### config.mk
export PLATFORM = sky130hd
export DESIGN_NAME = vlcs_div
export DESIGN_NICKNAME = d
export VERILOG_FILES = /design/src/vlcs_pkg.sv /design/src/vlcs_div.sv
export SDC_FILE = /design/constraint.sdc
export NUM_CORES = 1
export LEC_CHECK = 0
export BUFFER_PORTS_ARGS = -buffer_cell sky130_fd_sc_hd__buf_2
export CELL_PAD_IN_SITES_DETAIL_PLACEMENT = 1
export CELL_PAD_IN_SITES_GLOBAL_PLACEMENT = 2
export CORE_AREA = 2 2 88 175
export DETAILED_ROUTE_END_ITERATION = 12
export DIE_AREA = 0 0 90 177
export GPL_TIMING_DRIVEN = 0
export PLACE_DENSITY_LB_ADDON = 0.15
export SETUP_SLACK_MARGIN = 0.3
export SLEW_MARGIN = 20
export SYNTH_ARGS = -nofsm -noshare
export SYNTH_HDL_FRONTEND = slang
export SYNTH_SLANG_ARGS = --single-unit
### constraint.sdc
create_clock -name clk -period 2.8 [get_ports clk]
set_input_delay 0.14 -clock clk [delete_from_list [all_inputs] [get_ports clk]]
set_output_delay 0.14 -clock clk [all_outputs]
set_load 0.01 [all_outputs]
### src/vlcs_pkg.sv
`timescale 1ns / 1ps
`default_nettype none

package vlcs_pkg;

    // Clipped coordinates stay inside [0, (SIZE-1) << FRAC_BITS]; 20 bits covers
    // raw 18-bit inputs, differences and the DDA walk past either edge.
    localparam int COORD_W  = 20;
    // Error terms are Q(3*FRAC_BITS) with headroom for the widest FRAC_BITS.
    localparam int ERR_W    = 40;
    // Slope quotient never exceeds 1 << (2*FRAC_BITS).
    localparam int SLOPE_W  = 25;
    // Divider dividend: |delta| << (2*FRAC_BITS) at the widest fraction.
    localparam int DIV_W    = 44;
    localparam int DIVCNT_W = 6;
    localparam int IDX_W    = 18;
    localparam int COLOUR_W = 8;
    localparam int QDEPTH   = 2;
    localparam int QPTR_W   = 1;
    localparam int QCNT_W   = 2;
    localparam int CNT_W    = 7;
    localparam logic [CNT_W-1:0] MAX_OUT = 7'd64;

    typedef logic signed [COORD_W-1:0] coord_t;
    typedef logic signed [ERR_W-1:0]   err_t;
    typedef logic [1:0]                axis_t;

    localparam axis_t AX_X = 2'd0;
    localparam axis_t AX_Y = 2'd1;
    localparam axis_t AX_Z = 2'd2;

    typedef struct packed {
        axis_t                maj;
        axis_t                mid;
        axis_t                mnr;
        coord_t               x;
        coord_t               x1;
        coord_t               y;
        coord_t               z;
        logic                 dy_neg;
        logic                 dz_neg;
        err_t                 ey;
        err_t                 ez;
        err_t                 ey_step;
        err_t                 ez_step;
        logic [COLOUR_W-1:0]  colour;
    } job_t;

    typedef struct packed {
        logic                 start;
        logic [DIV_W-1:0]     dividend;
        logic [COORD_W-1:0]   divisor;
    } div_req_t;

    typedef struct packed {
        logic                 done;
        logic [DIV_W-1:0]     quotient;
    } div_rsp_t;

    function automatic coord_t pick3(axis_t i, coord_t v0, coord_t v1, coord_t v2);
        coord_t r;
        case (i)
            AX_X:    r = v0;
            AX_Y:    r = v1;
            default: r = v2;
        endcase
        return r;
    endfunction

endpackage

`default_nettype wire

### src/vlcs_div.sv
`timescale 1ns / 1ps
`default_nettype none

// Restoring divider, one quotient bit per cycle.
module vlcs_div
    import vlcs_pkg::*;
(
    input  wire logic     clk,
    input  wire logic     rst_n,
    input  div_req_t      req,
    output div_rsp_t      rsp
);

    logic                busy_reg;
    logic                done_reg;
    logic [DIVCNT_W-1:0] cnt_reg;
    logic [COORD_W-1:0]  rem_reg;
    logic [DIV_W-1:0]    quo_reg;
    logic [COORD_W-1:0]  dvs_reg;

    logic [COORD_W:0]    rem_sh;
    logic                bit_q;

    assign rem_sh = {rem_reg, quo_reg[DIV_W-1]};
    assign bit_q  = (rem_sh >= {1'b0, dvs_reg});

    always_ff @(posedge clk or negedge rst_n)
    begin
        if (!rst_n)
        begin
            busy_reg <= 1'b0;
            done_reg <= 1'b0;
            cnt_reg  <= '0;
        end
        else
        begin
            done_reg <= 1'b0;
            if (req.start)
            begin
                busy_reg <= 1'b1;
                cnt_reg  <= DIVCNT_W'(DIV_W);
            end
            else if (busy_reg)
            begin
                cnt_reg <= cnt_reg - 1'b1;
                if (cnt_reg == DIVCNT_W'(1))
                begin
                    busy_reg <= 1'b0;
                    done_reg <= 1'b1;
                end
            end
        end
    end

    always_ff @(posedge clk)
    begin
        if (req.start)
        begin
            quo_reg <= req.dividend;
            rem_reg <= '0;
            dvs_reg <= req.divisor;
        end
        else if (busy_reg)
        begin
            quo_reg <= {quo_reg[DIV_W-2:0], bit_q};
            rem_reg <= bit_q ? COORD_W'(rem_sh - {1'b0, dvs_reg}) : rem_sh[COORD_W-1:0];
        end
    end

    assign rsp.done     = done_reg;
    assign rsp.quotient = quo_reg;

`ifndef SYNTHESIS
    a_no_restart: assert property (@(posedge clk) disable iff (!rst_n)
        req.start |-> !busy_reg)
        else $error("divider started while busy");
`endif

endmodule

`default_nettype wire

==> qor.txt <==
top-area cell type share of the netlist area = 0.3810
Sw Share = 0.2990
top sig layer = met4
crit path max fanout = 8
H-tree depth = 3
CTS tree = done
Worst Setup End Kind = flop
most frequent cells after synthesis = edfxtp_1 (64), mux2_2 (44), nor2_1 (30)
Primary FF master, synth = edfxtp_1
Cell Pwr Density = 549.9 mW/mm²
combinational share of power = 0.252
WS Path Type = reg2reg
clock share of power = 0.305
internal power = 0.002673 W
Total GRT Usage = 0.1851
die area = 0.01593 mm²
root buf cell = clkbuf_16
crit share post-route = 0.9001
placed insts = 749
layout cells sized above 1 = 0.4443
hold crit path type = in2reg
vias in the first global route = 4273
RD Place Congestion = 0.7437
post-route ant nets = 0
Syn. warnings = 0
Metal-1 WL = 6156 µm
Setup-failing EPs final = 0
Inserted Clock Buffers = 9
Die Height = 177 µm
I/O Pins = 112
status = finished, final reports clean
initial antenna violation count = 0
Reg power frac = 0.443
area grow syn2layout = 37.51%
CP bufs+invs = 2
Max Root-Sink Buffers = 2
TritonRoute pass-1 iters = 4
remaining global-route overflow = 0
via count = 4148
EDFF count, synth = 64
Power, Total = 0.003814 W
initial detailed-routing violation count = 152
Required @ worst endpoint = 2.91 ns
PortBufs = 111
FP Rows = 63
clock skew = 0.005263 ns
Pins Over Slew Limit = 0
Post-Syn Instances = 442
Rel. slew slack = 0.5821
family with the most delay on the worst path = simple AND/OR/NAND/NOR gates
Seq/Total Area, Yosys = 0.5001
vias per inst = 5.090
WL met2 = 8038 µm
# DRC = 0
top-count cell post-synth = edfxtp_1
TNS Setup = 0 ns
drt total wl = 14860 µm
post-route minimum period = 2.520 ns
Avg WL per Cell = 18.23 µm
slowest CP cell = dfxtp_2
Worst-Margin Slew = 0.6268 ns
first-pass GRT wire length = 22800 µm
die width = 90 µm
worst endpoint data arrival time = 2.63 ns
Area contributors post-synth = edfxtp_1 (38%), mux2_2 (9.8%), dfxtp_1 (7.9%)
Switch Pwr = 0.001140 W
CP max stage delay = 0.34 ns
syn nets = 532
max reg flops = 44
Cell Chain, Critical Path = ha_1 -> buf_6 -> and3_2 -> and2_4 -> a22oi_1 -> nand2_2 -> buf_6 -> o21ai_4 -> nand2_4 -> mux2_2
#FFs+latches synth = 92
FFs w/ async S/R, synth = 0.08696
clock sink count = 92
CP Launch Type = flop
Mapped Area = 0.005044 mm²
Core Region = 0.01466 mm²
Avg Cell Area, Syn = 11.41 µm²
most used cell, CP = buf_6
leakage power = 2.890 nW
layout net count = 704
Fill cells = 1660
final hold viol count = 0
FMAX = 396.8 MHz
dpl hpwl = 10400 µm
initial core utilization = 0.3440
met3 WL = 412 µm
worst-skew pair later-pin latency = 0.35 ns
Post-Layout Cell Count = 815
biggest area consumer among synthesized cells = edfxtp_1
largest net degree at the start of global routing = 30
count of different cell masters after synthesis = 66
worst vdd ir = 0.3929 mV
max_cap viols = 0
Fin Hold WS = 0.08629 ns
Worst-path clk slew = 0.07 ns
RSZ-0062 raised after global routing = true
[timing repair]
| action | CTS | global route |
|---|---|---|
| pin swaps | 15 | 23 |
| hold endpoints to repair | 28 | 0 |
| endpoints found under the setup margin | 21 | 21 |
| hold buffers | 21 | 0 |
| buffers inserted | 15 | 11 |
| gates resized for setup | 46 | 34 |
| cloned | 1 | 1 |
[cells in the final DEF, fill, tap and decap left out, types with 3 or more instances in the layout]
cell type	n
clkbuf_16	10
nand3_1	11
a21o_1	6
buf_1	4
xor2_1	5
nor2_1	28
nor3_1	12
nand4_1	4
dlygate4sd3_1	21
buf_6	8
o211ai_1	9
buf_4	24
buf_2	112
inv_1	22
o21ai_2	6
o21ai_0	6
nand2b_1	6
a21oi_1	9
ha_1	14
a211oi_1	3
dfrtp_1	8
dfxtp_1	15
o21a_1	9
dfxtp_2	5
nand2_1	25
ha_2	3
xnor2_1	10
buf_12	4
a31oi_1	3
mux2_2	44
clkbuf_1	12
nor4_1	3
inv_2	5
ha_4	5
edfxtp_1	64
a31o_2	3
a311oi_1	8
[kinds of logic (layout without fill, tap and decap cells)]
kind of cell | after synthesis | count (layout) | share of synthesized area
DFF | 92 | 92 | 0.5001
muxes | 46 | 46 | 0.1022
and+or+nand+nor | 115 | 115 | 0.1149
xor gates and xnor gates | 15 | 15 | 0.02605
adders and majority gates | 23 | 23 | 0.05855
buffers and inverters | 53 | 230 | 0.05011
AOI/OAI and AO/OA | 98 | 98 | 0.1481
other | 0 | 1 | 0
[power by group through the flow]
stage	registers [W]	logic, W	clock network, W
after detailed placement	0.00171	0.000789	0
after global routing	0.00171	0.00105	0.00124
final	0.00169	0.000960	0.00116
after CTS	0.00169	0.000892	0.00119
after global placement	0.00171	0.000781	0
after floorplan	0.00173	0.000489	0
[area by class of cell]
class	count	area [µm²]	area share
multi-input combinational	297	2545	0.3669
sequential	92	2529	0.3646
timing repair buffer	161	1066	0.1537
tap	195	244.0	0.03518
clock buffer	11	232.7	0.03356
buffer	26	180.2	0.02598
inverter	27	101.3	0.01461
clock inverter	5	35.03	0.005051
antenna	1	2.502	0.0003608
[final timing paths]
check | startpoint | end | slack (ns) | cells past startpoint
min in group asynchronous | rst_n | busy_reg$_DFF_PN0_ | 0.16 | 2
setup / recovery | rem_reg[8]$_SDFFE_PP0P_ | quo_reg[0]$_DFFE_PP_ | 0.28 | 10
setup reg to reg | rem_reg[8]$_SDFFE_PP0P_ | quo_reg[0]$_DFFE_PP_ | 0.28 | 10
hold reg to reg | rem_reg[18]$_SDFFE_PP0P_ | rem_reg[18]$_SDFFE_PP0P_ | 0.51 | 2
hold / removal | req[22] | quo_reg[2]$_DFFE_PP_ | 0.09 | 2
max in group asynchronous | rst_n | done_reg$_DFF_PN0_ | 2.47 | 2
[routing by layer]
metal,track usage,vias to the layer above
met3,0.02300,13
met4,0.06859,0
met1,0.2258,2046
met2,0.3324,72
met5,0,-
li1,-,2017
[per-stage QoR]
stage	setup WS, ns	utilization	cell area (µm²)
5_1_grt	0.1853	0.4729	6933
6_report	0.2796	0.4730	6935
3_3_place_gp	-0.6312	0.3985	5843
3_5_place_dp	-0.2274	0.3999	5863
2_1_floorplan	0.3613	-	5044
4_1_cts	0.2730	0.4561	6686
[worst register-to-register path, cell delays in order (launching register included)]
cell and delay [ns]:
dfxtp_2 0.34, ha_1 0.30, buf_6 0.14, and3_2 0.26
and2_4 0.19, a22oi_1 0.17, nand2_2 0.12, buf_6 0.15
o21ai_4 0.18, nand2_4 0.13, mux2_2 0.30
No activity file was read; power rests on OpenSTA's default activity.
