### config.mk
export PLATFORM = sky130hd
export DESIGN_NAME = vlcs_back
export DESIGN_NICKNAME = d
export VERILOG_FILES = /design/src/vlcs_pkg.sv /design/src/vlcs_back.sv
export SDC_FILE = /design/constraint.sdc
export NUM_CORES = 1
export LEC_CHECK = 0
export BUFFER_PORTS_ARGS = -buffer_cell sky130_fd_sc_hd__buf_2
export CELL_PAD_IN_SITES_DETAIL_PLACEMENT = 1
export CELL_PAD_IN_SITES_GLOBAL_PLACEMENT = 1
export CORE_UTILIZATION = 41
export DETAILED_ROUTE_END_ITERATION = 8
export HOLD_SLACK_MARGIN = 0.12
export MAX_ROUTING_LAYER = met4
export PLACE_DENSITY = 0.88
export SETUP_SLACK_MARGIN = 0.02
export SLEW_MARGIN = 20
export SYNTH_ARGS = -nofsm -noshare
export SYNTH_HDL_FRONTEND = slang
export SYNTH_SLANG_ARGS = --single-unit
### constraint.sdc
create_clock -name clk -period 5.71 [get_ports clk]
set_clock_uncertainty 0.15 [all_clocks]
set_input_delay 0.571 -clock clk [delete_from_list [all_inputs] [get_ports clk]]
set_output_delay 0.571 -clock clk [all_outputs]
set_load 0.02 [all_outputs]
### src/vlcs_pkg.sv
`timescale 1ns / 1ps
`default_nettype none

package vlcs_pkg;

    // Clipped coordinates stay inside [0, (SIZE-1) << FRAC_BITS]; 20 bits covers
    // raw 18-bit inputs, differences and the DDA walk past either edge.
    localparam int COORD_W  = 20;
    // Error terms are Q(3*FRAC_BITS) with headroom for the widest FRAC_BITS.
    localparam int ERR_W    = 40;
    // Slope quotient never exceeds 1 << (2*FRAC_BITS).
    localparam int SLOPE_W  = 25;
    // Divider dividend: |delta| << (2*FRAC_BITS) at the widest fraction.
    localparam int DIV_W    = 44;
    localparam int DIVCNT_W = 6;
    localparam int IDX_W    = 18;
    localparam int COLOUR_W = 8;
    localparam int QDEPTH   = 2;
    localparam int QPTR_W   = 1;
    localparam int QCNT_W   = 2;
    localparam int CNT_W    = 7;
    localparam logic [CNT_W-1:0] MAX_OUT = 7'd64;

    typedef logic signed [COORD_W-1:0] coord_t;
    typedef logic signed [ERR_W-1:0]   err_t;
    typedef logic [1:0]                axis_t;

    localparam axis_t AX_X = 2'd0;
    localparam axis_t AX_Y = 2'd1;
    localparam axis_t AX_Z = 2'd2;

    typedef struct packed {
        axis_t                maj;
        axis_t                mid;
        axis_t                mnr;
        coord_t               x;
        coord_t               x1;
        coord_t               y;
        coord_t               z;
        logic                 dy_neg;
        logic                 dz_neg;
        err_t                 ey;
        err_t                 ez;
        err_t                 ey_step;
        err_t                 ez_step;
        logic [COLOUR_W-1:0]  colour;
    } job_t;

    typedef struct packed {
        logic                 start;
        logic [DIV_W-1:0]     dividend;
        logic [COORD_W-1:0]   divisor;
    } div_req_t;

    typedef struct packed {
        logic                 done;
        logic [DIV_W-1:0]     quotient;
    } div_rsp_t;

    function automatic coord_t pick3(axis_t i, coord_t v0, coord_t v1, coord_t v2);
        coord_t r;
        case (i)
            AX_X:    r = v0;
            AX_Y:    r = v1;
            default: r = v2;
        endcase
        return r;
    endfunction

endpackage

`default_nettype wire

### src/vlcs_back.sv
`timescale 1ns / 1ps
`default_nettype none

// Back end: error-term DDA along the major axis. One found voxel is held back
// so the final one of a segment can carry the last flag.
module vlcs_back
    import vlcs_pkg::*;
#(
    parameter int SIZE_X    = 64,
    parameter int SIZE_Y    = 64,
    parameter int SIZE_Z    = 64,
    parameter int FRAC_BITS = 8
)
(
    input  wire logic                 clk,
    input  wire logic                 rst_n,
    input  wire logic                 q_empty,
    input  job_t                      q_job,
    output logic                      pop,
    output logic                      out_valid,
    input  wire logic                 out_ready,
    output logic [IDX_W-1:0]          voxel_addr,
    output logic [COLOUR_W-1:0]       voxel_colour,
    output logic                      last_voxel
);

    localparam coord_t ONE   = coord_t'(1 << FRAC_BITS);
    localparam err_t   G_ONE = err_t'(64'd1 << (3 * FRAC_BITS));

    typedef enum logic [3:0] {
        B_IDLE = 4'b0001,
        B_ADJ  = 4'b0010,
        B_VOX  = 4'b0100,
        B_DONE = 4'b1000
    } bstate_t;

    bstate_t state_reg, state_next;

    job_t                job_reg;
    coord_t              x_reg, y_reg, z_reg;
    err_t                ey_reg, ez_reg;
    logic [CNT_W-1:0]    n_reg;
    logic                pend_valid_reg;
    logic [IDX_W-1:0]    pend_idx_reg;
    logic                out_valid_reg;
    logic [IDX_W-1:0]    out_idx_reg;
    logic [COLOUR_W-1:0] out_colour_reg;
    logic                out_last_reg;

    logic   run, adj_y, adj_z, out_free, hit, out_load, out_last;
    coord_t c0, c1, c2;
    logic [COORD_W-1:0] iv0, iv1, iv2;
    logic   in0, in1, in2;
    logic [IDX_W-1:0] idx;

    function automatic coord_t axis_pos(axis_t k, axis_t maj, axis_t mid,
                                        coord_t px, coord_t py, coord_t pz);
        coord_t r;
        if (maj == k)      r = px;
        else if (mid == k) r = py;
        else               r = pz;
        return r;
    endfunction

    // integer part truncated toward zero; anything in (-1, 0) is voxel 0
    function automatic logic [COORD_W-1:0] ipart(coord_t v);
        return v[COORD_W-1] ? '0 : COORD_W'(v >>> FRAC_BITS);
    endfunction

    assign run      = (x_reg < job_reg.x1) && (n_reg < MAX_OUT);
    assign adj_y    = (ey_reg > 0);
    assign adj_z    = (ez_reg > 0);
    assign out_free = !out_valid_reg || out_ready;

    assign c0  = axis_pos(AX_X, job_reg.maj, job_reg.mid, x_reg, y_reg, z_reg);
    assign c1  = axis_pos(AX_Y, job_reg.maj, job_reg.mid, x_reg, y_reg, z_reg);
    assign c2  = axis_pos(AX_Z, job_reg.maj, job_reg.mid, x_reg, y_reg, z_reg);
    assign iv0 = ipart(c0);
    assign iv1 = ipart(c1);
    assign iv2 = ipart(c2);
    assign in0 = (c0 > -ONE) && (iv0 < COORD_W'(SIZE_X));
    assign in1 = (c1 > -ONE) && (iv1 < COORD_W'(SIZE_Y));
    assign in2 = (c2 > -ONE) && (iv2 < COORD_W'(SIZE_Z));
    assign hit = in0 && in1 && in2;
    assign idx = IDX_W'(iv0) + IDX_W'(iv1) * IDX_W'(SIZE_X)
               + IDX_W'(iv2) * IDX_W'(SIZE_X * SIZE_Y);

    always_comb
    begin
        state_next = state_reg;
        out_load   = 1'b0;
        out_last   = 1'b0;
        unique case (state_reg)
            B_IDLE:
                if (!q_empty)
                    state_next = B_ADJ;
            B_ADJ:
                if (!run)
                    state_next = B_DONE;
                else if (!adj_y && !adj_z)
                    state_next = B_VOX;
            B_VOX:
                if (!(hit && pend_valid_reg && !out_free))
                begin
                    state_next = B_ADJ;
                    out_load   = hit && pend_valid_reg;
                end
            B_DONE:
                if (!pend_valid_reg)
                    state_next = B_IDLE;
                else if (out_free)
                begin
                    state_next = B_IDLE;
                    out_load   = 1'b1;
                    out_last   = 1'b1;
                end
            default:
                state_next = B_IDLE;
        endcase
    end

    assign pop = (state_reg == B_IDLE) && !q_empty;

    always_ff @(posedge clk or negedge rst_n)
    begin
        if (!rst_n)
        begin
            state_reg      <= B_IDLE;
            pend_valid_reg <= 1'b0;
            out_valid_reg  <= 1'b0;
            n_reg          <= '0;
        end
        else
        begin
            state_reg <= state_next;
            if (out_load)
                out_valid_reg <= 1'b1;
            else if (out_ready)
                out_valid_reg <= 1'b0;
            if (pop)
                n_reg <= '0;
            else if (state_reg == B_VOX && state_next == B_ADJ && hit)
                n_reg <= n_reg + 1'b1;
            if (state_reg == B_VOX && state_next == B_ADJ && hit)
                pend_valid_reg <= 1'b1;
            else if (state_reg == B_DONE && state_next == B_IDLE)
                pend_valid_reg <= 1'b0;
        end
    end

    always_ff @(posedge clk)
    begin
        if (pop)
        begin
            job_reg <= q_job;
            x_reg   <= q_job.x;
            y_reg   <= q_job.y;
            z_reg   <= q_job.z;
            ey_reg  <= q_job.ey;
            ez_reg  <= q_job.ez;
        end
        else if (state_reg == B_ADJ && run)
        begin
            if (adj_y)
            begin
                y_reg  <= job_reg.dy_neg ? (y_reg - ONE) : (y_reg + ONE);
                ey_reg <= ey_reg - G_ONE;
            end
            if (adj_z)
            begin
                z_reg  <= job_reg.dz_neg ? (z_reg - ONE) : (z_reg + ONE);
                ez_reg <= ez_reg - G_ONE;
            end
        end
        else if (state_reg == B_VOX && state_next == B_ADJ)
        begin
            x_reg  <= x_reg + ONE;
            ey_reg <= ey_reg + job_reg.ey_step;
            ez_reg <= ez_reg + job_reg.ez_step;
            if (hit)
                pend_idx_reg <= idx;
        end

        if (out_load)
        begin
            out_idx_reg    <= pend_idx_reg;
            out_colour_reg <= job_reg.colour;
            out_last_reg   <= out_last;
        end
    end

    assign out_valid    = out_valid_reg;
    assign voxel_addr   = out_idx_reg;
    assign voxel_colour = out_colour_reg;
    assign last_voxel   = out_last_reg;

`ifndef SYNTHESIS
    a_cap: assert property (@(posedge clk) disable iff (!rst_n)
        n_reg <= MAX_OUT)
        else $error("voxel count past cap");
    a_last_flush: assert property (@(posedge clk) disable iff (!rst_n)
        $fell(pend_valid_reg) |-> (out_valid_reg && out_last_reg))
        else $error("held voxel dropped without last flag");
    a_pend_new_job: assert property (@(posedge clk) disable iff (!rst_n)
        pop |-> !pend_valid_reg)
        else $error("held voxel left over at job start");
`endif

endmodule

`default_nettype wire

==> impl_metrics.env <==
export IMPL_synth_fa_ha_area_share_pct=9.05
export IMPL_gr_usage_all_layers_pct=27.8
export IMPL_drt_iter0_drc=1056
export IMPL_io_pins=289
export IMPL_relSlewSlack_pct=29.9
export IMPL_dr_pass1_iters=5
export IMPL_p_comb_share_pct=51.8
export IMPL_netlist_area_leader_share_pct=46.7
export IMPL_netlist_area_sq_um=19200
export IMPL_htreeDepth=2
export IMPL_grt_pass1_vias=18000
export IMPL_leakage_nw=9.60
export IMPL_overflow=0
export IMPL_cp_data_arrival_time_ps=4700
export IMPL_cts_buffers=37
export IMPL_drc=0
export IMPL_finalHoldViolCount=0
export IMPL_min_period_over_period_pct=81.8
export IMPL_wirelength_mm=64.9
export IMPL_cp_slowest_stage_delay_ps=840
export IMPL_yosysTopAreaCell="edfxtp_1"
export IMPL_fmax_mhz=214
export IMPL_rsz0062_at_grt="false"
export IMPL_switching_power_w=0.00628
export IMPL_slowest_stage="a41oi_1"
export IMPL_crit_start="job_reg[252]"
export IMPL_worst_slew_pin_slew_ps=1040
export IMPL_cts_root_buf="clkbuf_16"
export IMPL_crit_chain="nor2b_1 -> buf_4 -> nor2_1 -> a21oi_1 -> a21oi_1 -> a2111oi_0 -> a41oi_1 -> nor4_4 -> o21ai_1 -> nand2b_1"
export IMPL_critPathKind="reg -> reg"
export IMPL_fp_coreArea_sq_um=45800
export IMPL_ys_seq_area_share_pct=48.4
export IMPL_clkPwrFrac_pct=15.8
export IMPL_avgSynthCellArea_sq_um=10.5
export IMPL_clk_latency_ps=570
export IMPL_antenna_found_initial=8
export IMPL_critPathCaptureType="register"
export IMPL_synth_simple_gate_area_share_pct=14.2
export IMPL_synth_flop_cell="edfxtp_1"
export IMPL_synthCells=1837
export IMPL_largest_reg_flops=114
export IMPL_muxShareOfSynthArea_pct=1.34
export IMPL_tritoncts="built"
export IMPL_placementRows=78
export IMPL_setup_tns_ps=0
export IMPL_ys_top_cells_by_area="edfxtp_1, ha_1, a21oi_1, nand2_1, xor2_1"
export IMPL_start_util_pct=42.0
export IMPL_die_w_um=218
export IMPL_final_net_count=2627
export IMPL_setup_viol=0
export IMPL_cp_common_cell="a21oi_1"
export IMPL_ys_warn_count=0
export IMPL_drive_above_1_share_pct=17.1
export IMPL_final_util_pct=51.6
export IMPL_cts_resized=0
export IMPL_cts_sinks=312
export IMPL_viasPerCell=5.84
export IMPL_fin_crit_ps=4670
export IMPL_rr_startpoint="job_reg[252]"
export IMPL_grt_pass1_wl_mm=100
export IMPL_numPortBuffers=286
export IMPL_clkTransAtPathRegs_ps=60
export IMPL_syn_nets=2233
export IMPL_place_hpwl_mm=44.0
export IMPL_synth_edf_count=299
export IMPL_worstPathMaxFanout=25
export IMPL_critPathLaunchType="register"
export IMPL_p_seq_share_pct=32.3
export IMPL_fp_dieArea_sq_um=47700
export IMPL_synth_cell_types=78
export IMPL_ctsLongestPathBuffers=3
export IMPL_vias=16700
export IMPL_p_sw_share_pct=43.9
export IMPL_area_growth_pct=22.9
export IMPL_synth_top_family_by_area="compound AO/OA/AOI/OAI gates"
export IMPL_synth_compound_area_share_pct=18.0
export IMPL_required_ps=5740
export IMPL_synthXorXnorAreaFrac_pct=5.83
export IMPL_wl_per_cell_um=22.7
export IMPL_ir_worst_vdd_mv=0.377
export IMPL_hold_start="q_job[91]"
export IMPL_ys_ff_latch=312
export IMPL_die_y_um=218
export IMPL_status="complete, no violations"
export IMPL_drv_slew=0
export IMPL_powerDensity_nw_per_um2=606
export IMPL_hold_path_class="in -> reg"
export IMPL_intPower_w=0.00803
export IMPL_grt_max_degree=118
export IMPL_async_flop_share_pct=4.17
export IMPL_gp_congestion=0.935
export IMPL_layout_commonest_cell="edfxtp_1"
export IMPL_final_cell_mix="edfxtp_1, buf_2, nand2_1"
export IMPL_maxCapViolations=0
export IMPL_drtAntennaViolNets=0
[critical path: cells and delay by family (launching register included)]
kind            cells  cell delay [ps]
flops               1              800
buf+inv             1              250
compound gates      5             1910
simple gates        4             1160
[what timing repair did]
item,in CTS,in global routing
buffers inserted,0,0
endpoints found under the setup margin,0,0
hold buffers,121,0
endpoints found under the hold margin,133,0
[synthesized netlist by cell type (4+ instances only)]
library cell / instances
edfxtp_1: 299
nand2_1: 162
a21oi_1: 145
nor2_1: 138
ha_1: 131
o21ai_0: 88
inv_1: 79
xor2_1: 69
a21o_1: 63
xnor2_1: 59
clkbuf_1: 51
nor3_1: 43
o31ai_1: 42
a211oi_1: 35
and2_1: 33
nand3_1: 31
nand2b_1: 23
mux2i_1: 22
o22ai_1: 22
nor4_1: 21
a31oi_1: 20
nand4_1: 20
o21bai_1: 19
o211ai_1: 17
and3_1: 14
buf_1: 12
dfrtp_1: 12
or3_1: 12
nor2b_1: 10
o21a_1: 10
a21boi_0: 9
o221ai_1: 8
o41ai_1: 7
a221oi_1: 6
a311oi_1: 6
and3b_1: 6
and4_1: 6
a22oi_1: 5
buf_2: 5
fa_1: 5
nand3b_1: 5
or2_2: 5
or4_1: 5
nor4b_1: 4
or3b_2: 4
[metal layers]
layer / global-route usage (%) / vias up / wire length (um)
met1: 31.9 / 8306 / 26000
li1: - / 7717 / -
met4: 10.4 / 0 / 2210
met5: - / - / 0
met2: 47.9 / 549 / 32900
met3: 5.12 / 158 / 3800
[logic make-up (layout without fill, tap and decap cells)]
| logic type | count (synthesis) | in the layout |
|---|---|---|
| AOI/OAI and AO/OA | 533 | 533 |
| xor gates and xnor gates | 128 | 128 |
| adders and majority gates | 136 | 136 |
| buffers and inverters | 152 | 570 |
| DFF | 312 | 312 |
| muxes | 25 | 25 |
| other | 0 | 8 |
| and+or+nand+nor | 551 | 551 |
[final timing paths]
kind                       slack [ps]  depth (start not counted)              to
setup reg to reg                 1040                         10      ez_reg[27]
setup / recovery                 1040                         10      ez_reg[27]
hold reg to reg                   270                          0  voxel_addr[17]
min in group asynchronous         360                          2        n_reg[3]
max in group asynchronous        4770                          2    state_reg[0]
hold / removal                    150                          3       ez_reg[3]
[power groups by stage]
stage | Clock [W] | Combinational (W) | Sequential [W]
after global placement | 0 | 0.00661 | 0.00457
after global routing | 0.00240 | 0.00813 | 0.00469
after CTS | 0.00230 | 0.00725 | 0.00458
final | 0.00227 | 0.00742 | 0.00462
after detailed placement | 0 | 0.00708 | 0.00462
after floorplan | 0 | 0.00539 | 0.00425
[layout make-up]
cell class	instances	area, sq um
fill	5074	22200
tap	600	751
timing repair buffer	427	2790
antenna	8	20.0
multi-input combinational	1373	9330
sequential	312	9310
clock buffer	43	991
clock inverter	20	121
inverter	80	308
[metrics by stage]
stage	instance area, sq um	hold slack (ps)	power [W]	worst slack (ps)	std cells
floorplan	19200	125	0.00964	1190	1837
global placement	21300	251	0.0112	1250	2671
detailed placement	21300	256	0.0117	1070	2671
CTS	23600	123	0.0141	1070	2855
global route	23600	137	0.0152	816	2862
finish	23600	154	0.0143	1040	2863
Note: power is estimated with default switching activity, not from simulation.
