$ cat src/vlcs_pkg.sv
`timescale 1ns / 1ps
`default_nettype none

package vlcs_pkg;

    // Clipped coordinates stay inside [0, (SIZE-1) << FRAC_BITS]; 20 bits covers
    // raw 18-bit inputs, differences and the DDA walk past either edge.
    localparam int COORD_W  = 20;
    // Error terms are Q(3*FRAC_BITS) with headroom for the widest FRAC_BITS.
    localparam int ERR_W    = 40;
    // Slope quotient never exceeds 1 << (2*FRAC_BITS).
    localparam int SLOPE_W  = 25;
    // Divider dividend: |delta| << (2*FRAC_BITS) at the widest fraction.
    localparam int DIV_W    = 44;
    localparam int DIVCNT_W = 6;
    localparam int IDX_W    = 18;
    localparam int COLOUR_W = 8;
    localparam int QDEPTH   = 2;
    localparam int QPTR_W   = 1;
    localparam int QCNT_W   = 2;
    localparam int CNT_W    = 7;
    localparam logic [CNT_W-1:0] MAX_OUT = 7'd64;

    typedef logic signed [COORD_W-1:0] coord_t;
    typedef logic signed [ERR_W-1:0]   err_t;
    typedef logic [1:0]                axis_t;

    localparam axis_t AX_X = 2'd0;
    localparam axis_t AX_Y = 2'd1;
    localparam axis_t AX_Z = 2'd2;

    typedef struct packed {
        axis_t                maj;
        axis_t                mid;
        axis_t                mnr;
        coord_t               x;
        coord_t               x1;
        coord_t               y;
        coord_t               z;
        logic                 dy_neg;
        logic                 dz_neg;
        err_t                 ey;
        err_t                 ez;
        err_t                 ey_step;
        err_t                 ez_step;
        logic [COLOUR_W-1:0]  colour;
    } job_t;

    typedef struct packed {
        logic                 start;
        logic [DIV_W-1:0]     dividend;
        logic [COORD_W-1:0]   divisor;
    } div_req_t;

    typedef struct packed {
        logic                 done;
        logic [DIV_W-1:0]     quotient;
    } div_rsp_t;

    function automatic coord_t pick3(axis_t i, coord_t v0, coord_t v1, coord_t v2);
        coord_t r;
        case (i)
            AX_X:    r = v0;
            AX_Y:    r = v1;
            default: r = v2;
        endcase
        return r;
    endfunction

endpackage

`default_nettype wire

$ cat src/vlcs_queue.sv
`timescale 1ns / 1ps
`default_nettype none

// Two-entry job queue between setup and stepping.
module vlcs_queue
    import vlcs_pkg::*;
(
    input  wire logic  clk,
    input  wire logic  rst_n,
    input  wire logic  push,
    input  job_t       push_job,
    output logic       full,
    input  wire logic  pop,
    output job_t       pop_job,
    output logic       empty
);

    job_t              mem [QDEPTH];
    logic [QPTR_W-1:0] wr_ptr_reg, rd_ptr_reg;
    logic [QCNT_W-1:0] cnt_reg;

    assign full    = (cnt_reg == QCNT_W'(QDEPTH));
    assign empty   = (cnt_reg == '0);
    assign pop_job = mem[rd_ptr_reg];

    always_ff @(posedge clk or negedge rst_n)
    begin
        if (!rst_n)
        begin
            wr_ptr_reg <= '0;
            rd_ptr_reg <= '0;
            cnt_reg    <= '0;
        end
        else
        begin
            if (push)
                wr_ptr_reg <= wr_ptr_reg + 1'b1;
            if (pop)
                rd_ptr_reg <= rd_ptr_reg + 1'b1;
            if (push && !pop)
                cnt_reg <= cnt_reg + 1'b1;
            else if (pop && !push)
                cnt_reg <= cnt_reg - 1'b1;
        end
    end

    always_ff @(posedge clk)
    begin
        if (push)
            mem[wr_ptr_reg] <= push_job;
    end

`ifndef SYNTHESIS
    a_no_overflow: assert property (@(posedge clk) disable iff (!rst_n)
        push |-> (!full || pop))
        else $error("job queue overflow");
    a_no_underflow: assert property (@(posedge clk) disable iff (!rst_n)
        pop |-> !empty)
        else $error("job queue underflow");
`endif

endmodule

`default_nettype wire

$ cat config.mk
export PLATFORM = sky130hd
export DESIGN_NAME = vlcs_queue
export DESIGN_NICKNAME = d
export VERILOG_FILES = /design/src/vlcs_pkg.sv /design/src/vlcs_queue.sv
export SDC_FILE = /design/constraint.sdc
export NUM_CORES = 1
export LEC_CHECK = 0
export ABC_AREA = 1
export BUFFER_PORTS_ARGS = -buffer_cell sky130_fd_sc_hd__buf_2
export CORE_ASPECT_RATIO = 0.8
export CORE_MARGIN = 3
export CORE_UTILIZATION = 35
export DETAILED_ROUTE_END_ITERATION = 10
export GPL_TIMING_DRIVEN = 0
export SLEW_MARGIN = 20
export SYNTH_ARGS = -nofsm -noshare
export SYNTH_HDL_FRONTEND = slang
export SYNTH_SLANG_ARGS = --single-unit
$ cat constraint.sdc
create_clock -name clk -period 17.1 [get_ports clk]
set_clock_uncertainty 0.15 [all_clocks]
set_input_delay 3.42 -clock clk [delete_from_list [all_inputs] [get_ports clk]]
set_output_delay 3.42 -clock clk [all_outputs]
set_load 0.01 [all_outputs]
==> metrics.md, run 1 <==
| Metric | Value |
|---|---|
| First-pass GRT wire length | `62160 µm` |
| Post-CTS Hold Buffers | `0` |
| Register bit total from synthesis | `516` |
| Drt via density | `4.415` |
| Maximum VDD drop | `99.74 µV` |
| Fillcell total | `4817` |
| Crit. End Element | `primary output` |
| Area grow syn2layout | `28.28%` |
| Power per cell area | `169.1 nW/µm²` |
| Largest fanout on the critical path | `10` |
| Synth top area share | `0.7808` |
| CP Cell Sequence | `buf_6 > buf_8 > buf_8 > mux2_4 > buf_2` |
| Crit. path cell count | `5` |
| Worst-path clk slew | `0.06 ns` |
| Global route overflow | `0` |
| RR Startpoint | `wr_ptr_reg` |
| Layout Utilization | `0.4552` |
| Num ports | `518` |
| Hold WC Path Type | `reg -> reg` |
| # nets final | `1668` |
| CTS tree | `yes` |
| Final setup fails | `0` |
| Unrepaired setup endpoints after global routing | `no` |
| CP top delay family | `buffers and inverters` |
| Critical path type | `reg -> out` |
| Synth unique cells | `16` |
| Post-synth ARST share | `0.007752` |
| Minimum hold slack | `0.3656 ns` |
| Post-synth EDFFs | `512` |
| CTS HTree Levels | `2` |
| Count of final hold-check violations | `0` |
| Initial DRC count | `479` |
| Crit path to | `pop_job[153]` |
| Ys Warns | `0` |
| Worst-Margin Slew | `0.7326 ns` |
| Total routed wirelength | `41810 µm` |
| Part of the Yosys area used for sequential elements | `0.7859` |
| Syn_nets | `1083` |
| Period utilization | `0.3223` |
| Cells after synthesis | `822` |
| Max reg flops | `512` |
| ANT nets after route | `0` |
| CP dominant cell by count | `buf_8` |
| Synth area leader | `edfxtp_1` |
| Top cells by count, synth | `edfxtp_1 (512), mux2_4 (230), mux2_2 (26)` |
| Die footprint | `59160 µm²` |
| CP startpoint kind | `flip-flop` |
| GRT Overall Usage | `0.1369` |
| R2R depth | `6` |
| Worst skew pair latency | `0.56 ns` |
| Run status | `complete, no violations` |
| Worst path buffer plus inverter count | `4` |
| CTS Buf Count | `51` |
| Die width | `271.2 µm` |
| WL/cell | `19.01 µm` |
| Critical path arrival | `1.94 ns` |
| Slowest library cell on the worst path | `dfrtp_1` |
| Port buffer count | `517` |
| Antenna violations before repair | `5` |
| Core Area | `55490 µm²` |
| Top post-synthesis cells by area | `edfxtp_1 (78%), mux2_4 (18%), mux2_2 (1.5%), buf_6 (0.86%), buf_8 (0.84%)` |
| Cells after DPL | `2104` |
| Root buffer cell | `clkbuf_16` |
| Seq. cell area | `15470 µm²` |
| First-pass DRT Iterations | `4` |
| Top_reg_cell synth | `edfxtp_1` |
| Clk buf depth | `3` |
| RD Place Congestion | `0.7843` |
| Slew margin rel. | `0.5104` |
| CP Launch Point | `rd_ptr_reg` |
| Clock Sink Count | `516` |
| CTS resizes | `0` |
| Die Ht | `218.2 µm` |
| Number of core rows | `77` |
| Post-layout minimum cycle time | `5.512 ns` |
| Mapped cell area | `19690 µm²` |
| Fin area | `25260 µm²` |
| Reg2reg setup slack | `14.51 ns` |
| Vias post-DR | `9709` |
| Initial core utilization | `0.3548` |
| Postcts setup bufs | `0` |
| Worst reg2reg endpoint | `mem[0][157]` |
| Largest net degree at the start of global routing | `90` |
| Layout Cells excl Fill | `2199` |
| Area of the multi-input gates | `3834 µm²` |
| Syn_area_per_cell | `23.96 µm²` |
| Layout cell share with drive strength beyond 1 | `0.6171` |
| Leak | `10.12 nW` |
| Slew Limit Fails | `0` |
| Post-DP Area | `23590 µm²` |
| Fmax | `0.1814 GHz` |
| Number of global-route vias before repair | `10160` |
| Max cap viols | `0` |
| Crit-path max cell delay | `0.34 ns` |
| Top-count cell post-synth | `edfxtp_1` |
| Hpwl dp | `29830 µm` |
| DRC | `0` |
| Worst EP required | `13.53 ns` |
-- how the worst min path moves through the flow --
stage | from | endpoint | slack, ns | depth (start not counted)
6_report | cnt_reg[1] | cnt_reg[1] | 0.37 | 2
4_1_cts | cnt_reg[1] | cnt_reg[1] | 0.37 | 2
3_3_place_gp | wr_ptr_reg | wr_ptr_reg | 0.33 | 1
2_1_floorplan | cnt_reg[1] | cnt_reg[1] | 0.31 | 2
5_1_grt | cnt_reg[1] | cnt_reg[1] | 0.40 | 2
3_5_place_dp | cnt_reg[1] | cnt_reg[1] | 0.35 | 2
-- kinds of logic after synthesis --
| logic type | Yosys count | synth area share |
|---|---|---|
| AND/OR/NAND/NOR | 10 | 0.002097 |
| multiplexers | 256 | 0.1902 |
| adder cells (fa/ha/maj) | 1 | 0.0006353 |
| XOR/XNOR | 3 | 0.001335 |
| flip-flops | 516 | 0.7859 |
| buffers and inverters | 36 | 0.01982 |
-- cell usage in the layout, fill, tap and decap left out, types with 8 or more instances in the layout --
cell type	netlist	routed
buf_16	0	8
buf_2	2	519
edfxtp_1	512	512
mux2_4	230	230
mux2_2	26	26
clkbuf_1	0	13
clkbuf_16	0	53
buf_12	1	8
clkinv_2	0	12
buf_8	11	11
buf_6	15	15
-- layer usage --
| metal | wire length (µm) | global-route usage |
|---|---|---|
| met2 | 20620 | 0.2290 |
| met3 | 3268 | 0.04490 |
| met4 | 1018 | 0.04183 |
| met5 | 41 | 0 |
| met1 | 16860 | 0.1698 |
-- cell type report --
| type | instances | area share |
|---|---|---|
| flip-flops and latches | 516 | 0.6126 |
| multi-input cells | 270 | 0.1518 |
| repair buffers | 532 | 0.1167 |
| clock buffers | 66 | 0.05444 |
| well taps | 750 | 0.03715 |
| plain buffers | 29 | 0.01441 |
| clock inverters | 27 | 0.01139 |
| inverters | 7 | 0.001337 |
| diodes | 2 | 0.0001981 |
-- metrics by stage --
step                      setup TNS, ns  setup WS, ns  total power [mW]
after floorplan                       0         1.912             2.763
after global placement         -1284.00        -5.057             3.302
after detailed placement              0         11.28             3.219
after CTS                             0         11.50             4.344
after global routing                  0         11.49             4.473
final                                 0         11.59             4.271
-- worst min-delay path, cell delays in order, from the launching register on --
cell and delay (ns):
dfrtp_1 0.37, nand2_1 0.06, nand2_1 0.05
-- power by group --
group	total, mW	leakage (nW)	internal [mW]	switching [mW]
logic	1.43	4.45	0.725	0.707
clock network	1.11	0.818	0.657	0.453
registers	1.73	4.85	1.67	0.0536
total	4.27	10.1	3.06	1.21
No activity file was read; power rests on OpenSTA's default activity.
==> inputs of run 2 (changes only) <==
ABC_AREA = 0   (was 1)
clock period = 4.83 ns   (was 17.1 ns; I/O delays follow)
==> run 2 against run 1 <==
Net effect: clock-buffer cell count shrank 3; non-clock buffer count grew 3; via count is essentially flat; core utilization grew 0.51 points; setup slack lost 9.9 ns; global-route usage grew 0.41 points; die area shrank 0.10%; combinational power grew to 3.6 times the previous value; sequential share of layout area shrank 0.58 points; synthesized cell count shrank 1.1%; routed wire length grew 2.8%; sequential power grew to 3.5 times the previous value; critical path type unchanged.
==> metrics.md, run 2 <==
| Metric | Value |
|---|---|
| Run status | `complete, no violations` |
| CP top delay family | `buffers and inverters` |
| CP startpoint kind | `flip-flop` |
| Post-layout minimum cycle time | `3.105 ns` |
| WL/cell | `19.50 µm (+2.6%)` |
| Worst-path clk slew | `0.06 ns (about the same)` |
| Clk buf depth | `3 (unchanged)` |
| Number of global-route vias before repair | `10200 (+0.32%)` |
| First-pass GRT wire length | `63180 µm (+1.7%)` |
| DRC | `0 (unchanged)` |
| Synth unique cells | `15 (-1)` |
| Cells after synthesis | `813 (-1.1%)` |
| Die Ht | `218.0 µm (about the same)` |
| Die footprint | `59100 µm² (-0.10%)` |
| Slew Limit Fails | `0 (unchanged)` |
| Layout cell share with drive strength beyond 1 | `0.6226 (+0.005437)` |
| Total routed wirelength | `43000 µm (+2.8%)` |
| Root buffer cell | `clkbuf_16` |
| Top cells by count, synth | `edfxtp_1 (512), mux2_4 (230), mux2_2 (26)` |
| R2R depth | `6 (unchanged)` |
| Count of final hold-check violations | `0 (unchanged)` |
| Synth top area share | `0.7816 (+0.0007946)` |
| Post-CTS Hold Buffers | `0 (unchanged)` |
| CP Cell Sequence | `buf_6 > buf_8 > buf_8 > mux2_4 > buf_2` |
| Critical path type | `reg -> out` |
| Top_reg_cell synth | `edfxtp_1` |
| Post-DP Area | `23640 µm² (+0.21%)` |
| Fin area | `25500 µm² (+0.95%)` |
| Final TNS setup | `0 ns (unchanged)` |
| Max cap viols | `0 (unchanged)` |
| Critical path arrival | `1.99 ns (+0.05 ns)` |
| Clock Sink Count | `516 (unchanged)` |
| Area grow syn2layout | `29.63%` |
| CTS Buf Count | `53 (+3.9%)` |
| Maximum VDD drop | `350.1 µV (+250%)` |
| Power per cell area | `608.7 nW/µm² (+260%)` |
| Syn_nets | `1074 (-0.83%)` |
| CTS HTree Levels | `2 (unchanged)` |
| Number of core rows | `77 (unchanged)` |
| Crit. End Element | `primary output` |
| Crit-path max cell delay | `0.34 ns (about the same)` |
| Final setup fails | `0 (unchanged)` |
| Leak | `10.20 nW (+0.76%)` |
| Synth area leader | `edfxtp_1` |
| Largest net degree at the start of global routing | `45 (-50%)` |
| Global route overflow | `0 (unchanged)` |
| CTS tree | `yes` |
| Postcts setup bufs | `0 (unchanged)` |
| Layout Utilization | `0.4603 (+0.005128)` |
| Hold WC Path Type | `in -> async` |
| First-pass DRT Iterations | `4 (unchanged)` |
| Port buffer count | `517 (unchanged)` |
| Largest fanout on the critical path | `10 (unchanged)` |
| Vias post-DR | `9713 (+0.041%)` |
| Commonest non-fill, non-tap cells in the layout | `buf_2 (519), edfxtp_1 (512), mux2_4 (230)` |
| GRT Overall Usage | `0.1410 (+0.004100)` |
| Die width | `271.1 µm (about the same)` |
| Max reg flops | `512 (unchanged)` |
| Syn_area_per_cell | `24.20 µm² (+1.0%)` |
| Unrepaired setup endpoints after global routing | `no` |
| Post-synth ARST share | `0.007752 (unchanged)` |
| Slew margin rel. | `0.5729 (+0.06250)` |
| Worst EP required | `3.71 ns (-9.82 ns)` |
| Period utilization | `0.6428` |
| Register bit total from synthesis | `516 (unchanged)` |
| Initial core utilization | `0.3551 (about the same)` |
| Core Area | `55400 µm² (-0.17%)` |
| Top-count cell post-synth | `edfxtp_1` |
| # nets final | `1664 (-0.24%)` |
| RD Place Congestion | `0.7832 (-0.14%)` |
| Crit. path cell count | `5 (unchanged)` |
| Worst skew pair latency | `0.57 ns (about the same)` |
| CP dominant cell by count | `buf_8` |
| Fmax | `0.3221 GHz` |
| Post-synth EDFFs | `512 (unchanged)` |
| Ys Warns | `0 (unchanged)` |
| ANT nets after route | `0 (unchanged)` |
| Mapped cell area | `19670 µm² (-0.10%)` |
| Hpwl dp | `31160 µm (+4.4%)` |
| Antenna violations before repair | `13 (+8)` |
| Worst-Margin Slew | `0.6392 ns (-0.09337 ns)` |
| Num ports | `518 (unchanged)` |
| Slowest library cell on the worst path | `dfrtp_1` |
| CTS resizes | `0 (unchanged)` |
| Initial DRC count | `478 (-0.21%)` |
| Top post-synthesis cells by area | `edfxtp_1 (78%), mux2_4 (18%), mux2_2 (1.5%), buf_6 (0.86%), buf_8 (0.84%)` |
| Worst path buffer plus inverter count | `4 (unchanged)` |
| Drt via density | `4.405 (-0.23%)` |
| Part of the Yosys area used for sequential elements | `0.7867 (+0.0007998)` |
| Most common cell after layout, fill and taps aside | `buf_2` |
| Minimum hold slack | `0.05500 ns (-0.3106 ns)` |
run 2: cell count changes after synthesis, sizes merged, moves of 2 or more:
cell / before / now
xor2: 2 / 4
nand2: 5 / 0
inv: 7 / 1
nor2b: 0 / 2
run 2: area by class of cell:
class | instances | area [µm²]
fill | 4762 | 29900
sequential | 516 | 15470
multi-input combinational | 267 | 3839
timing repair buffer | 535 | 3023
clock buffer | 63 | 1406
tap | 750 | 938.4
clock inverter | 33 | 424.2
buffer | 29 | 364.1
antenna | 11 | 27.53
inverter | 1 | 3.754
run 2: cell families after synthesis:
family	after synthesis	synth area share
xor+xnor	5	0.002226
simple gates	5	0.001336
buf+inv	30	0.01870
mux	256	0.1904
fa+ha+maj	1	0.0006359
flops	516	0.7867
run 2: metrics by stage:
stage                     instances  worst slack (ns)  power [mW]
after CTS                      2194             1.621       15.81
after floorplan                 813           -0.5500       9.577
final                          2205             1.725       15.52
after detailed placement       2098             1.591       11.49
after global routing           2199             1.588       16.26
after global placement         2080            -3.093       11.43
run 2: routing by layer:
| metal | vias up | wire, µm | track usage | share of wire |
|---|---|---|---|---|
| li1 | 4455 | - | - | - |
| met1 | 4847 | 16540 | 0.1647 | 0.38 |
| met2 | 332 | 21650 | 0.2417 | 0.50 |
| met3 | 71 | 3888 | 0.05412 | 0.090 |
| met4 | 8 | 858 | 0.04224 | 0.020 |
| met5 | - | 55 | 0 | 0.0013 |
run 2: power breakdown:
group	switching, mW	internal, mW
Combinational	2.55	2.60
Clock	1.65	2.61
Sequential	0.190	5.92
run 2: final timing paths:
check                           slack, ns      endpoint        from
worst max-delay path                 1.73  pop_job[156]  rd_ptr_reg
worst min-delay path                 0.06    cnt_reg[1]       rst_n
worst max register to register       2.34    mem[0][34]  wr_ptr_reg
worst min register to register       0.34    cnt_reg[1]  cnt_reg[1]
max in group asynchronous            4.34    wr_ptr_reg       rst_n
min in group clk                     0.34    cnt_reg[1]  cnt_reg[1]
==> inputs of run 3 (changes only) <==
ABC_AREA = 1   (was 0)
clock period = 3.01 ns   (was 4.83 ns; I/O delays follow)
==> run 3 against run 2 <==
Net effect: die area grew 0.10%; clock-buffer cell count grew 2; sequential cell count is the same; combinational power grew 63%; setup slack lost 1.4 ns; via count grew 0.22%; register-to-register slack lost 2.0 ns; power grew 57%; routed wire length grew 1.0%; sequential share of layout area grew 0.069 points; core utilization shrank 0.13 points.
==> metrics.md, run 3 (synthesized netlist as in run 1, its figures left out) <==
| Metric | Value |
|---|---|
| # nets final | `1678 (+0.84%)` |
| Fmax | `0.3660 GHz` |
| WL/cell | `19.61 µm (+0.59%)` |
| Post-layout minimum cycle time | `2.732 ns` |
| DRC | `0 (unchanged)` |
| Most common cell after layout, fill and taps aside | `buf_2` |
| Area grow syn2layout | `29.36%` |
| Postcts setup bufs | `0 (unchanged)` |
| Leak | `10.19 nW (about the same)` |
| RD Place Congestion | `0.7685 (-1.9%)` |
| Layout cell share with drive strength beyond 1 | `0.6148 (-0.007772)` |
| R2R depth | `7 (+1)` |
| Drt via density | `4.395 (-0.24%)` |
| Clock Sink Count | `516 (unchanged)` |
| Root buffer cell | `clkbuf_16` |
| Count of final hold-check violations | `0 (unchanged)` |
| Slowest library cell on the worst path | `dfrtp_1` |
| Fillcell total | `4818 (+1.2%)` |
| Hpwl dp | `31630 µm (+1.5%)` |
| CTS tree | `yes` |
| Number of global-route vias before repair | `10370 (+1.7%)` |
| Final setup fails | `0 (unchanged)` |
| Layout Utilization | `0.4590 (-0.001317)` |
| Initial DRC count | `486 (+1.7%)` |
| Total routed wirelength | `43450 µm (+1.0%)` |
| Hold WC Path Type | `in -> reg` |
| Commonest non-fill, non-tap cells in the layout | `buf_2 (519), edfxtp_1 (512), mux2_4 (230)` |
| CTS Buf Count | `52 (-1.9%)` |
| Power per cell area | `959.3 nW/µm² (+58%)` |
| Worst EP required | `2.26 ns (-1.45 ns)` |
| Num ports | `518 (unchanged)` |
| Max reg flops | `512 (unchanged)` |
| Global route overflow | `0 (unchanged)` |
| Number of core rows | `77 (unchanged)` |
| Met3 routed WL | `3718 µm (-4.4%)` |
| Met2 wire length | `21770 µm (+0.56%)` |
| Run status | `complete, no violations` |
| Worst skew pair latency | `0.58 ns (about the same)` |
| Max cap viols | `0 (unchanged)` |
| Core Area | `55490 µm² (+0.17%)` |
| Area of the multi-input gates | `3850 µm² (+0.29%)` |
| Highest routed layer | `met5` |
| Die width | `271.2 µm (about the same)` |
| Minimum hold slack | `0.05647 ns (+0.001471 ns)` |
| Largest fanout on the critical path | `10 (unchanged)` |
| Largest net degree at the start of global routing | `31 (-31%)` |
| Vias post-DR | `9734 (+0.22%)` |
| Slew Limit Fails | `0 (unchanged)` |
| Clk buf depth | `3 (unchanged)` |
| Antenna violations before repair | `12 (-1)` |
| M1 WL | `16920 µm (+2.3%)` |
| Crit. End Element | `primary output` |
| Die footprint | `59160 µm² (+0.10%)` |
| Power Total | `24.43 mW (+57%)` |
| Critical path type | `reg -> out` |
| Final TNS setup | `0 ns (unchanged)` |
| Critical path arrival | `1.98 ns (about the same)` |
| First-pass DRT Iterations | `4 (unchanged)` |
| Port buffer count | `517 (unchanged)` |
| Hold path depth | `1` |
| CTS resizes | `0 (unchanged)` |
| Crit-path max cell delay | `0.34 ns (about the same)` |
| CP Cell Sequence | `buf_6 > buf_8 > buf_8 > mux2_4 > buf_2` |
| ANT nets after route | `0 (unchanged)` |
| CP dominant cell by count | `buf_8` |
| CP startpoint kind | `flip-flop` |
| Slew margin rel. | `0.5898 (+0.01684)` |
| CTS HTree Levels | `2 (unchanged)` |
| Seq. cell area | `15470 µm² (unchanged)` |
| Worst-path clk slew | `0.06 ns (about the same)` |
| GRT Overall Usage | `0.1419 (+0.0008979)` |
| Post-CTS Hold Buffers | `1 (+1)` |
| First-pass GRT wire length | `63670 µm (+0.76%)` |
| Period utilization | `0.9078` |
| Die Ht | `218.2 µm (about the same)` |
| Worst-Margin Slew | `0.6140 ns (-0.02520 ns)` |
| Unrepaired setup endpoints after global routing | `no` |
| Initial core utilization | `0.3548 (about the same)` |
| Maximum VDD drop | `508.0 µV (+45%)` |
==> run 3: worst max-delay path, delay by kind of cell, from the launching register on <==
family,cells,cell delay (ns)
DFF,1,0.34
muxes,1,0.33
buffers and inverters,4,0.70
==> run 3: path summary, 6_finish.rpt <==
check	slack, ns	startpoint	to
worst max-delay path	0.28	rd_ptr_reg	pop_job[162]
worst min-delay path	0.06	push_job[251]	mem[0][251]
worst max register to register	0.31	wr_ptr_reg	mem[1][163]
worst min register to register	0.37	cnt_reg[1]	cnt_reg[1]
max in group asynchronous	2.32	rst_n	cnt_reg[1]
min in group asynchronous	0.25	rst_n	wr_ptr_reg
==> run 3: final cells by class <==
| class | instances | share of cell area |
|---|---|---|
| diodes | 6 | 0.0005894 |
| multi-input cells | 270 | 0.1511 |
| plain buffers | 29 | 0.01429 |
| inverters | 7 | 0.001670 |
| repair buffers | 541 | 0.1233 |
| clock inverters | 31 | 0.01081 |
| flip-flops and latches | 516 | 0.6075 |
| clock buffers | 65 | 0.05384 |
| well taps | 750 | 0.03684 |
==> run 3: per-stage QoR <==
step,worst slack (ns),instance area (µm²),cells
6_report,0.2776,25470,2215
3_5_place_dp,-0.09619,23800,2112
2_1_floorplan,-2.004,19730,822
3_3_place_gp,-4.920,23260,2089
5_1_grt,0.1337,25470,2213
4_1_cts,0.1571,25460,2209
==> run 3: power breakdown <==
part	total (mW)	internal [mW]	switching, mW
clock	6.23	3.65	2.58
combinational	8.38	4.26	4.13
sequential	9.82	9.51	0.316
total	24.4	17.4	7.02
==> run 3: per-layer routing <==
layer,up-vias,GRT usage
met5,-,0
met4,12,0.04380
met3,79,0.05576
met2,321,0.2415
met1,4832,0.1661
li1,4490,-
